File: src/ptsb_pkg.sv
// ----------------------------------------------------------------------------
// Periodic timer slot bank package
// Shared widths, opcode and slot mode codes, sequencer states and the
// reciprocal constant for the millisecond to tick conversion.
// ----------------------------------------------------------------------------
`default_nettype none

package ptsb_pkg;

	localparam int SLOT_COUNT = 4;
	localparam int KEY_BITS   = 16;

	localparam int OP_W     = 3;
	localparam int MS_W     = 16;
	localparam int RELOAD_W = 13;
	localparam int REMAIN_W = 16;
	localparam int SLOT_W   = (SLOT_COUNT > 1) ? $clog2(SLOT_COUNT) : 1;

	localparam int S_FIELDS_W = KEY_BITS + MS_W;
	localparam int S_DATA_W   = ((S_FIELDS_W + 7) / 8) * 8;
	localparam int M_FIELDS_W = 1 + SLOT_W + SLOT_COUNT;
	localparam int M_DATA_W   = ((M_FIELDS_W + 7) / 8) * 8;
	localparam int M_PAD_W    = M_DATA_W - M_FIELDS_W;

	// ms / 10 as (ms * 52429) >> 19, exact for every 16-bit ms
	localparam int PROD_W    = 32;
	localparam int DIV_SHIFT = 19;
	localparam logic [16:0] DIV_MUL = 17'd52429;

	typedef enum logic [OP_W-1:0] {
		OP_TICK   = 3'd0,
		OP_JOIN   = 3'd1,
		OP_REMOVE = 3'd2,
		OP_PAUSE  = 3'd3,
		OP_RUN    = 3'd4
	} op_t;

	typedef enum logic [1:0] {
		MODE_FREE    = 2'd0,
		MODE_PAUSED  = 2'd1,
		MODE_RUNNING = 2'd2
	} mode_t;

	typedef enum logic [1:0] {
		ST_IDLE,
		ST_PREP,
		ST_SCAN,
		ST_DONE
	} state_t;

endpackage

`default_nettype wire

File: src/periodic_timer_slot_bank_top.sv
// Sequence: an accepted item goes from PREP straight to DONE for an unused op,
// and through PREP, SCAN and DONE otherwise (a tick always scans every slot).
// Throughput: one item at a time; s_tready returns the cycle after the result
// is taken. The scan walks one slot per cycle through a single shared
// compare/decrement unit, so SLOT_COUNT sets the worst case.
// Reset: all slots free with zero key and counts, no item in flight.
// ----------------------------------------------------------------------------
// Periodic timer slot bank
// A bank of periodic timer slots handling tick, join, remove, pause and run
// commands, one slot examined per cycle by a shared evaluation unit.
// ----------------------------------------------------------------------------
`default_nettype none

module periodic_timer_slot_bank_top (
	input  wire                            clk,
	input  wire                            arst_n,
	input  wire                            s_tvalid,
	output logic                           s_tready,
	input  wire  [ptsb_pkg::S_DATA_W-1:0]  s_tdata,  // timer_key, period_ms
	input  wire  [ptsb_pkg::OP_W-1:0]      s_tuser,  // op
	output logic                           m_tvalid,
	input  wire                            m_tready,
	output logic [ptsb_pkg::M_DATA_W-1:0]  m_tdata   // ok, slot, fired_mask, pad
);

	import ptsb_pkg::*;

	state_t                state_q, state_d;

	logic [OP_W-1:0]       op_q;
	logic [KEY_BITS-1:0]   key_q;
	logic [MS_W-1:0]       period_ms_q;
	logic [PROD_W-1:0]     prod_q;
	logic [SLOT_W-1:0]     idx_q;

	mode_t                 mode_q   [SLOT_COUNT];
	logic [KEY_BITS-1:0]   skey_q   [SLOT_COUNT];
	logic [RELOAD_W-1:0]   reload_q [SLOT_COUNT];
	logic [REMAIN_W-1:0]   remain_q [SLOT_COUNT];

	logic                  ok_q;
	logic [SLOT_W-1:0]     slot_q;
	logic [SLOT_COUNT-1:0] fired_q;

	// shared evaluation unit, looks at slot idx_q
	mode_t                 cur_mode;
	logic [REMAIN_W-1:0]   cur_dec;
	logic                  key_match;
	logic                  is_running;
	logic                  fire;
	logic                  hit;
	logic                  last_slot;
	logic                  op_valid;
	logic [RELOAD_W-1:0]   ticks;

	always_comb begin
		cur_mode   = mode_q[idx_q];
		cur_dec    = remain_q[idx_q] - REMAIN_W'(1);
		key_match  = (skey_q[idx_q] == key_q);
		is_running = (cur_mode == MODE_RUNNING);
		fire       = is_running && (cur_dec == '0);
		last_slot  = (idx_q == SLOT_W'(SLOT_COUNT - 1));
		ticks      = prod_q[DIV_SHIFT +: RELOAD_W];
		op_valid   = (op_q == OP_TICK) || (op_q == OP_JOIN) || (op_q == OP_REMOVE) ||
		             (op_q == OP_PAUSE) || (op_q == OP_RUN);
		case (op_t'(op_q))
			OP_JOIN:   hit = (cur_mode == MODE_FREE);
			OP_REMOVE: hit = (cur_mode != MODE_FREE) && key_match;
			OP_PAUSE:  hit = is_running && key_match;
			OP_RUN:    hit = (cur_mode == MODE_PAUSED) && key_match;
			default:   hit = 1'b0;
		endcase
	end

	always_ff @(posedge clk or negedge arst_n) begin
		if (!arst_n) begin
			state_q <= ST_IDLE;
		end else begin
			state_q <= state_d;
		end
	end

	always_comb begin
		state_d  = state_q;
		s_tready = 1'b0;
		m_tvalid = 1'b0;
		case (state_q)
			ST_IDLE: begin
				s_tready = 1'b1;
				if (s_tvalid) begin
					state_d = ST_PREP;
				end
			end
			ST_PREP: begin
				state_d = op_valid ? ST_SCAN : ST_DONE;
			end
			ST_SCAN: begin
				if (last_slot || (hit && (op_q != OP_TICK))) begin
					state_d = ST_DONE;
				end
			end
			ST_DONE: begin
				m_tvalid = 1'b1;
				if (m_tready) begin
					state_d = ST_IDLE;
				end
			end
			default: begin
				state_d = ST_IDLE;
			end
		endcase
	end

	// command capture and result registers
	always_ff @(posedge clk or negedge arst_n) begin
		if (!arst_n) begin
			ok_q    <= 1'b0;
			slot_q  <= '0;
			fired_q <= '0;
			idx_q   <= '0;
		end else begin
			case (state_q)
				ST_IDLE: begin
					if (s_tvalid) begin
						ok_q    <= 1'b0;
						slot_q  <= '0;
						fired_q <= '0;
						idx_q   <= '0;
					end
				end
				ST_SCAN: begin
					idx_q <= idx_q + SLOT_W'(1);
					if (op_q == OP_TICK) begin
						if (fire) begin
							fired_q[idx_q] <= 1'b1;
						end
					end else if (hit) begin
						ok_q   <= 1'b1;
						slot_q <= idx_q;
					end
				end
				default: begin
				end
			endcase
		end
	end

	always_ff @(posedge clk) begin
		if (state_q == ST_IDLE && s_tvalid) begin
			op_q        <= s_tuser;
			key_q       <= s_tdata[KEY_BITS-1:0];
			period_ms_q <= s_tdata[KEY_BITS +: MS_W];
		end
		if (state_q == ST_PREP) begin
			prod_q <= PROD_W'(period_ms_q) * PROD_W'(DIV_MUL);
		end
	end

	// slot state, written at most one slot per cycle
	always_ff @(posedge clk or negedge arst_n) begin
		if (!arst_n) begin
			for (int i = 0; i < SLOT_COUNT; i++) begin
				mode_q[i]   <= MODE_FREE;
				skey_q[i]   <= '0;
				reload_q[i] <= '0;
				remain_q[i] <= '0;
			end
		end else if (state_q == ST_SCAN) begin
			case (op_t'(op_q))
				OP_TICK: begin
					if (is_running) begin
						remain_q[idx_q] <= fire ? REMAIN_W'(reload_q[idx_q]) : cur_dec;
					end
				end
				OP_JOIN: begin
					if (hit) begin
						mode_q[idx_q]   <= MODE_PAUSED;
						skey_q[idx_q]   <= key_q;
						reload_q[idx_q] <= ticks;
						remain_q[idx_q] <= REMAIN_W'(ticks);
					end
				end
				OP_REMOVE: begin
					if (hit) begin
						mode_q[idx_q] <= MODE_FREE;
					end
				end
				OP_PAUSE: begin
					if (hit) begin
						mode_q[idx_q] <= MODE_PAUSED;
					end
				end
				OP_RUN: begin
					if (hit) begin
						mode_q[idx_q] <= MODE_RUNNING;
					end
				end
				default: begin
				end
			endcase
		end
	end

	assign m_tdata = {{M_PAD_W{1'b0}}, fired_q, slot_q, ok_q};

	a_busy_excl: assert property (@(posedge clk) disable iff (!arst_n)
		m_tvalid |-> !s_tready)
		else $error("input ready while a result is pending");

	a_accept_busy: assert property (@(posedge clk) disable iff (!arst_n)
		(s_tvalid && s_tready) |=> !s_tready)
		else $error("ready again right after an accepted item");

	a_fired_tick_only: assert property (@(posedge clk) disable iff (!arst_n)
		(m_tvalid && (op_q != OP_TICK)) |-> (fired_q == '0))
		else $error("fired mask set on a non-tick item");

	a_slot_zero: assert property (@(posedge clk) disable iff (!arst_n)
		(m_tvalid && !ok_q) |-> (slot_q == '0))
		else $error("slot nonzero on a failed item");

	a_join_paused: assert property (@(posedge clk) disable iff (!arst_n)
		(m_tvalid && ok_q && (op_q == OP_JOIN)) |-> (mode_q[slot_q] == MODE_PAUSED))
		else $error("joined slot is not paused");

endmodule

`default_nettype wire
File: config.mk
export PLATFORM = sky130hd
export DESIGN_NAME = periodic_timer_slot_bank_top
export DESIGN_NICKNAME = d
export VERILOG_FILES = /design/src/ptsb_pkg.sv /design/src/periodic_timer_slot_bank_top.sv
export SDC_FILE = /design/constraint.sdc
export NUM_CORES = 1
export LEC_CHECK = 0
export ABC_AREA = 1
export BUFFER_PORTS_ARGS = -buffer_cell sky130_fd_sc_hd__buf_2
export CAP_MARGIN = 20
export CORE_AREA = 2 2 208 210
export CTS_BUF_LIST = sky130_fd_sc_hd__clkbuf_4 sky130_fd_sc_hd__clkbuf_8 sky130_fd_sc_hd__clkbuf_16
export DETAILED_ROUTE_END_ITERATION = 8
export DIE_AREA = 0 0 210 212
export HOLD_SLACK_MARGIN = 0.05
export PLACE_DENSITY_LB_ADDON = 0.05
export RECOVER_POWER = 50
export SLEW_MARGIN = 20
export SYNTH_ARGS = -nofsm -noshare
export SYNTH_HDL_FRONTEND = slang
export SYNTH_SLANG_ARGS = --single-unit
File: constraint.sdc
create_clock -name clk -period 5.4 [get_ports clk]
set_clock_uncertainty 0.2 [all_clocks]
set_input_delay 0.27 -clock clk [delete_from_list [all_inputs] [get_ports clk]]
set_output_delay 0.27 -clock clk [all_outputs]
set_load 0.1 [all_outputs]
==> run metrics, run 1 <==
status finished with violations; failing checks capacitance limit, slew limit; initial antenna violation count 0; Mapped Area between 15,000 and 20,000 sq um; number of enable flip-flop cells after synthesis 48; Critical Setup Path Class register to register; crit-path max FO 4; initial drt markers 760; Synth Warn # 0; Mapped Cells ~1.9k; Max Buffers Root-to-Sink 3; Die ar. approximately 45,000 sq um; DP Wirelength ~30 mm; syn_area_per_cell ~8.6 sq um; Final Cycle Share 97.7%; Cell Chain, Critical Path ha_4, inv_2, fa_1, inv_1, fa_1, fa_1, fa_1, inv_1, fa_1, inv_2, ha_4, nand2_4, inv_2, nand3_4, nor2_4, nand4_1, nand3_2, a21oi_2, o21ai_2, inv_1, o211ai_1, nand2_1; htree depth 1; first-pass GRT wire length just under 70 mm; Die Y between 200 and 250 microns; Setup Viol. Count Final 0; final WL 42.6 mm; Die X 210 microns; Rows 76; highest metal used met4; CP Data Required Time between 5 and 6 ns; Hold Vio Cnt, Final 0; CP startpoint kind register; clock latency on the worst-skew pair approximately 0.56 ns; most used cell, CP fa_1; worst hold path class input pin to register; Routed met3 length roughly 1.2 mm; # IOs between 40 and 50; Root Driver clkbuf_16; min cycle time layout roughly 5.3 ns; Core Util, Final between 40% and 50%; Area Overhead vs Synth 16.1%; CTS sink count between 200 and 250; Clock transition at path regs approximately 0.060 ns; drt pass-1 iters 5; RSZ-0062 raised after global routing yes; layout cells sized above 1 between 10% and 20%; starting density of the core 39.2%; slowest CP cell fa_1; total number of vias 12.7k; antenna cell count 0; CP peak stage delay 0.54 ns; Vias/cell 4.85; slew margin rel. -82.7%; max_cap viols 3; Synth Net Count 2,189; post-route ant nets 0; arrival time worst endpoint about 5.4 ns; Core ar. 42,500 sq um; gr usage total between 10% and 20%; CTS tree yes; Routed WL per cell between 15 and 20 microns; worst slew pin tran 2.74 ns; vias in the first global route about 13k; Critical Path Sink Type register; Synth cell types between 40 and 50; DR WL met2 20.8 mm; Final Slew Violations 199; asr flop ratio synth 80.6%; placer congestion estimate about 0.86; global route total overflow 0; CTS buffer count 30; Synth Register Bits roughly 250; Port Buffers 47; largest net degree at the start of global routing between 100 and 150; register area share after synthesis around 39%; Final #Nets approximately 2.3k; post-route DRC violation count 0; Fmax ~0.19 GHz; M1 WL 20.0 mm; top_reg_cell synth dfrtp_1; r2r setup slk 0.13 ns
-- flip-flops by register name, indices dropped and copies added (netlist names), named ones only --
signal and cells:
remain_q 64, reload_q 52, state_q 2, period_ms_q 16
slot_q 2, skey_q 64, mode_q 7, ok_q 1
key_q 16, fired_q 4, op_q 3, prod_q 13
idx_q 2
-- cells in the mapped netlist (26+ instances only) --
library cell  count  area [sq um]
edfxtp_1         48          1440
a21oi_1          88           440
inv_1           253           950
nand3_1          79           395
clkbuf_1         26          97.6
mux2_2           49           552
nor2_1          132           495
ha_1            140          1750
o21ai_0         113           566
fa_1             79          1580
nand2_1         548          2060
dfrtp_1         199          4980
-- routing by layer --
layer / up-vias / GRT usage, %
met4: 0 / 3.23
met1: 6104 / 26.9
met3: 42 / 2.08
li1: 6377 / -
met5: - / 0
met2: 151 / 34.3
-- cell usage in the layout (no fill, tap or decap), types with 40 or more instances in the layout --
cell type / netlist / final
dlygate4sd3_1: 0 / 40
dfrtp_1: 199 / 197
inv_1: 253 / 245
mux2_2: 49 / 49
buf_4: 5 / 61
fa_1: 79 / 78
nand2_1: 548 / 544
ha_1: 140 / 129
a21oi_1: 88 / 82
nand3_1: 79 / 74
nor2_1: 132 / 127
edfxtp_1: 48 / 48
o21ai_0: 113 / 109
-- final cells by class --
cell class | instances | area, sq um
clock inverters | 10 | 114
repair buffers | 152 | 1120
flip-flops and latches | 247 | 6430
clock buffers | 43 | 891
multi-input cells | 1359 | 9140
well taps | 546 | 683
fillers | 4176 | 23200
inverters | 257 | 967
-- final timing paths --
| path | start | end | cells past startpoint |
|---|---|---|---|
| setup / recovery | period_ms_q[2] | prod_q[29] | 22 |
| hold / removal | s_tdata[6] | key_q[6] | 2 |
| setup reg to reg | period_ms_q[2] | prod_q[29] | 22 |
| hold reg to reg | remain_q[2] | remain_q[2] | 2 |
| max in group asynchronous | arst_n | skey_q[38] | 3 |
| min in group asynchronous | arst_n | remain_q[60] | 2 |
-- repair_timing --
action,in CTS,in global routing
hold buffers,40,0
pin swaps,0,21
gates resized for setup,1,48
setup buffers,0,6
endpoints found under the hold margin,138,0
endpoints found under the setup margin,1,6
-- stage by stage --
stage	setup WS (ns)	hold WS (ns)	TNS, ns	area [sq um]	instances
finish	0.127	0.212	0	19300	2614
global route	-0.133	0.189	-0.235	19300	2614
CTS	0.0372	0.175	0	19100	2609
detailed placement	-0.0569	0.239	-0.0569	17700	2516
global placement	0.00875	0.243	0	17700	2515
floorplan	0.202	-0.226	0	16700	1931
-- critical path: cells and delay by family (launching register included) --
family | cells | cell delay [ns]
DFF | 1 | 0.50
buffers and inverters | 6 | 0.32
AOI/OAI and AO/OA | 3 | 0.43
and+or+nand+nor | 6 | 0.50
adders and majority gates | 7 | 3.08
-- cell families after synthesis --
logic type | count (synthesis) | share of synthesized area (%)
other | 1 | 0.0225
adder cells (fa/ha/maj) | 219 | 20.0
flip-flops | 247 | 38.5
AND/OR/NAND/NOR | 813 | 20.1
multiplexers | 49 | 3.31
XOR/XNOR | 33 | 1.73
buffers and inverters | 325 | 8.08
AO/OA/AOI/OAI | 244 | 8.22
Power of run 1 is left out: the tool's default activity adds up to more than one toggle a clock period on the data nets, which glitch-free logic cannot reach.
==> inputs of run 2 (changes only) <==
Settings changed: RECOVER_POWER 50 to default, SKIP_LAST_GASP from default to 1.
==> run 2 against run 1 <==
Via count decreased by 0.26%. Hold slack got worse by 0.080 ns. Count of clock-buffer cells in the layout unchanged. Largest cell class unchanged. The flow now finishes without violations. Critical endpoint unchanged. Cell count unchanged. Non-clock buffer count unchanged.
==> run metrics, run 2 (synthesized netlist as in run 1, its figures left out) <==
crit-path max FO 4 (unchanged); placer congestion estimate 0.858 (unchanged); most frequent cells in the layout nand2_1, inv_1, dfrtp_1; Final Cycle Share 97.6% (about the same); Fmax 0.190 GHz (about the same); Critical Path Sink Type register; Root Driver clkbuf_16; Final #Nets 2,305 (unchanged); vias in the first global route 12.6k (unchanged); first-pass GRT wire length 69.2 mm (unchanged); layout cells sized above 1 14.6% (+0.44 points); Hold Vio Cnt, Final 0 (unchanged); final WL 42.5 mm (-0.22%); Max Buffers Root-to-Sink 3 (unchanged); post-route DRC violation count 0 (unchanged); Port Buffers 47 (unchanged); Die Y 212 microns (unchanged); Inst Count DP 2,516 (unchanged); fillers 4,165 (-0.26%); initial antenna violation count 0 (unchanged); CTS tree yes; CTS buffer count 30 (unchanged); non-filler cells, final 2,614 (unchanged); CP delay by family, top adder cells; antenna cell count 0 (unchanged); Final Slew Violations 0 (-100%); Cell Chain, Critical Path ha_4, inv_2, fa_1, inv_1, fa_1, fa_1, fa_1, inv_1, fa_1, inv_2, ha_4, nand2_4, inv_2, nand3_4, nor2_4, nand4_1, nand3_2, a21oi_2, o21ai_2, inv_1, o211ai_1, nand2_1; slew margin rel. 29.5% (+110 points); CP Data Required Time 5.52 ns (about the same); DP Wirelength 30.1 mm (unchanged); Area Overhead vs Synth 16.2%; Rows 76 (unchanged); worst slew pin tran 1.06 ns (-1.68 ns); gr usage total 19.6% (unchanged); initial drt markers 803 (+5.7%); clock latency on the worst-skew pair 0.56 ns (about the same); Vias/cell 4.84 (-0.26%); # IOs 49 (unchanged); RSZ-0062 raised after global routing yes; global route total overflow 0 (unchanged); Core ar. 42,500 sq um (unchanged); arrival time worst endpoint 5.39 ns (about the same); post-route ant nets 0 (unchanged); CP bufs+invs 6 (unchanged); status finished, final reports clean; min cycle time layout 5.27 ns (-0.00385 ns); Clock transition at path regs 0.06 ns (about the same); starting density of the core 39.2% (unchanged); Setup Viol. Count Final 0 (unchanged); Critical Setup Path Class register to register; CTS sink count 247 (unchanged); Routed WL per cell 16.3 microns (-0.22%); Die X 210 microns (unchanged); slowest CP cell fa_1; Reg2Reg Depth 22 (unchanged); CP peak stage delay 0.54 ns (about the same); drt pass-1 iters 5 (unchanged); total number of vias 12.6k (-0.26%); worst hold path class input pin to async pin; top flop regs remain_q (64), skey_q (64), reload_q (52); max_cap viols 0 (-3); most used cell, CP fa_1; largest net degree at the start of global routing 102 (unchanged); Core Util, Final 45.6% (+0.053 points); htree depth 1 (unchanged); commonest non-fill, non-tap cell in the layout nand2_1; Die ar. 44,500 sq um (unchanged); Worst path depth 22 (unchanged); CP startpoint kind register
==> run 2: cell types whose count changed in the layout (fill, tap and decap cells not counted) <==
cell      before  now
nand3_1       74   75
nand2_1      544  545
nand3_2        6    5
buf_4         61   64
nand2_2       12   11
clkbuf_2       3    0
buf_2         36   46
clkbuf_8       4    5
clkbuf_1      11    0
==> run 2: area by class of cell <==
| type | count | area (sq um) | area share (%) |
|---|---|---|---|
| clock buffers | 43 | 891 | 4.60 |
| clock inverters | 10 | 114 | 0.588 |
| flip-flops and latches | 247 | 6430 | 33.2 |
| multi-input cells | 1359 | 9130 | 47.2 |
| well taps | 546 | 683 | 3.53 |
| repair buffers | 152 | 1150 | 5.95 |
| inverters | 257 | 967 | 4.99 |
==> run 2: what timing repair did <==
action / 4_1_cts / 5_1_grt
pin swaps: 0 / 21
resized for setup: 1 / 46
buffers inserted: 0 / 6
hold endpoints to repair: 138 / 0
gates cloned: 0 / 0
hold buffers: 40 / 0
endpoints found under the setup margin: 1 / 6
==> run 2: final timing paths <==
| path | start | end | slack [ns] |
|---|---|---|---|
| setup / recovery | period_ms_q[2] | prod_q[29] | 0.13 |
| hold / removal | arst_n | remain_q[60] | 0.13 |
| setup reg to reg | period_ms_q[2] | prod_q[29] | 0.13 |
| hold reg to reg | remain_q[42] | remain_q[42] | 0.28 |
| max in group asynchronous | arst_n | skey_q[38] | 3.46 |
| min in group clk | s_tdata[6] | key_q[6] | 0.21 |
==> run 2: metal layers <==
| metal | share of wire, % | track usage [%] | vias up |
|---|---|---|---|
| met5 | 0 | 0 | - |
| met4 | 1.5 | 3.23 | 0 |
| met3 | 2.6 | 2.08 | 44 |
| met2 | 49 | 34.3 | 145 |
| met1 | 47 | 26.9 | 6076 |
| li1 | - | - | 6376 |
==> run 2: through the flow <==
step           instance area, sq um  setup TNS [ns]  setup WS (ns)  hold slack (ns)
2_1_floorplan                 16700               0          0.202           -0.226
3_3_place_gp                  17700               0        0.00875            0.243
3_5_place_dp                  17700         -0.0569        -0.0569            0.239
4_1_cts                       19100               0         0.0372            0.175
5_1_grt                       19400          -0.242         -0.133            0.189
6_report                      19400               0          0.131            0.132
Power of run 2 is left out for the same reason.
==> inputs of run 3 (changes only) <==
Settings changed: CORE_AREA 2 2 208 210 to 3 3 209 211, CTS_CLUSTER_SIZE from default to 30, DIE_AREA 0 0 210 212 to 0 0 212 214.
==> run 3 against run 2 <==
Via count is 0.48% lower. Count of clock-buffer cells in the layout is 9 higher. Cell area is 0.13% lower. Cell count is 0.46% lower. Hold slack better by 0.065 ns. Die area is 1.9% higher. Flip-flop and latch count stayed put.
==> run metrics, run 3 (synthesized netlist as in run 1, its figures left out) <==
Vias/cell 4.83 (about the same); Placed Area 17,600 sq um (-0.39%); htree depth 1 (unchanged); clock latency on the worst-skew pair 0.57 ns (about the same); Root Driver clkbuf_16; max_cap viols 0 (unchanged); commonest non-fill, non-tap cell in the layout nand2_1; CP startpoint kind register; initial antenna violation count 0 (unchanged); Die ar. 45,400 sq um (+1.9%); setup TNS 0 ns (unchanged); Routed WL per cell 16.3 microns (+0.30%); arrival time worst endpoint 5.27 ns (-0.12 ns); Fmax 0.194 GHz (+2.4%); post-route ant nets 0 (unchanged); global route total overflow 0 (unchanged); Cell Chain, Critical Path ha_4, inv_1, fa_1, inv_1, fa_1, fa_2, fa_1, fa_1, ha_1, a21oi_1, o21ai_0, a21oi_2, nand3_2, a21oi_2, o21ai_2, nand2_1, nand3_2, xor2_1; drt pass-1 iters 5 (unchanged); CP Data Required Time 5.53 ns (about the same); vias in the first global route 12.9k (+1.9%); placer congestion estimate 0.846 (-1.4%); top flop regs remain_q (64), skey_q (64), reload_q (52); worst hold path class input pin to async pin; CTS tree yes; Rows 75 (-1.3%); Setup Viol. Count Final 0 (unchanged); CP peak stage delay 0.54 ns (about the same); antenna cell count 0 (unchanged); met1 usage 26.4% (-0.49 points); starting density of the core 39.7% (+0.52 points); worst slew pin tran 0.960 ns (-0.0978 ns); gr usage total 19.1% (-0.52 points); layout cells sized above 1 13.6% (-1.0 points); Die X 212 microns (+0.95%); # IOs 49 (unchanged); Max Buffers Root-to-Sink 3 (unchanged); Core ar. 41,900 sq um (-1.3%); initial drt markers 735 (-8.5%); most used cell, CP fa_1; Final Cycle Share 95.3% (-2.3 points); crit-path max FO 3 (-1); Final Slew Violations 0 (unchanged); CTS sink count 247 (unchanged); Most Crowded Layer GR met2; status finished, final reports clean; first-pass GRT wire length 69.8 mm (+0.92%); Design Area, Final 19,300 sq um (-0.13%); RSZ-0062 raised after global routing yes; DP Wirelength 29.6 mm (-1.6%); Clock transition at path regs 0.06 ns (about the same); CTS buffer count 30 (unchanged); post-route DRC violation count 0 (unchanged); met2 GRT Util 32.1% (-2.2 points); slew margin rel. 35.8% (+6.4 points); final WL 42.5 mm (-0.16%); Final #Nets 2,298 (-0.30%); min cycle time layout 5.15 ns (-0.123 ns); Die Y 214 microns (+0.94%); Port Buffers 47 (unchanged); grt met3 use 2.30% (+0.22 points); slowest CP cell fa_2; total number of vias 12.6k (-0.48%); Hold Vio Cnt, Final 0 (unchanged); Area Overhead vs Synth 16.1%; largest net degree at the start of global routing 110 (+7.8%); most frequent cells in the layout nand2_1, inv_1, dfrtp_1; Critical Path Sink Type register; Critical Setup Path Class register to register
## run 3: cell types whose count changed in the layout (fill, tap and decap cells not counted), moves of 3 or more
cell,delta
o21ai_0,+3
inv_2,-7
inv_1,+7
ha_1,+3
clkbuf_8,+9
buf_4,-8
## run 3: final cells by class
class | instances | area (sq um)
inverters | 257 | 967
clock inverters | 3 | 45.0
flip-flops and latches | 247 | 6430
fillers | 4136 | 22600
multi-input cells | 1359 | 9080
well taps | 539 | 674
repair buffers | 145 | 1110
clock buffers | 52 | 1030
## run 3: path summary, 6_finish.rpt
check / from / endpoint / slack, ns / cells past startpoint
setup reg to reg: period_ms_q[4] / prod_q[31] / 0.25 / 18
setup / recovery: period_ms_q[4] / prod_q[31] / 0.25 / 18
hold / removal: arst_n / remain_q[28] / 0.20 / 2
max in group asynchronous: arst_n / skey_q[44] / 3.74 / 3
min in group clk: s_tdata[28] / period_ms_q[12] / 0.21 / 2
hold reg to reg: ok_q / ok_q / 0.27 / 2
## run 3: timing repair
| action | 4_1_cts | 5_1_grt |
|---|---|---|
| buffers inserted | 0 | 4 |
| gates resized for setup | 1 | 25 |
| endpoints found under the setup margin | 1 | 6 |
| hold endpoints to repair | 147 | 0 |
| hold buffers | 40 | 0 |
| pin swaps | 0 | 3 |
## run 3: critical path, delay by kind of cell, from the launching register on
kind	cells	cell delay (ns)
fa+ha+maj	7	3.01
compound gates	5	0.72
flops	1	0.50
simple gates	3	0.25
xor+xnor	1	0.14
buf+inv	2	0.09
## run 3: metrics by stage
| stage | std cells | hold WS (ns) | setup WS [ns] | util (%) |
|---|---|---|---|---|
| after global routing | 2602 | 0.184 | -0.0314 | 46.1 |
| after detailed placement | 2502 | 0.248 | -0.0281 | 42.1 |
| after floorplan | 1931 | -0.226 | 0.202 | - |
| after global placement | 2502 | 0.246 | 0.0225 | 42.1 |
| final | 2602 | 0.197 | 0.254 | 46.1 |
| after CTS | 2597 | 0.172 | 0.0804 | 45.6 |
## run 3: per-layer routing
metal	vias up	routed length (microns)
li1	6364	-
met1	5982	20100
met2	170	20100
met3	64	1250
met4	0	1090
met5	-	0
Power of run 3 is left out for the same reason.
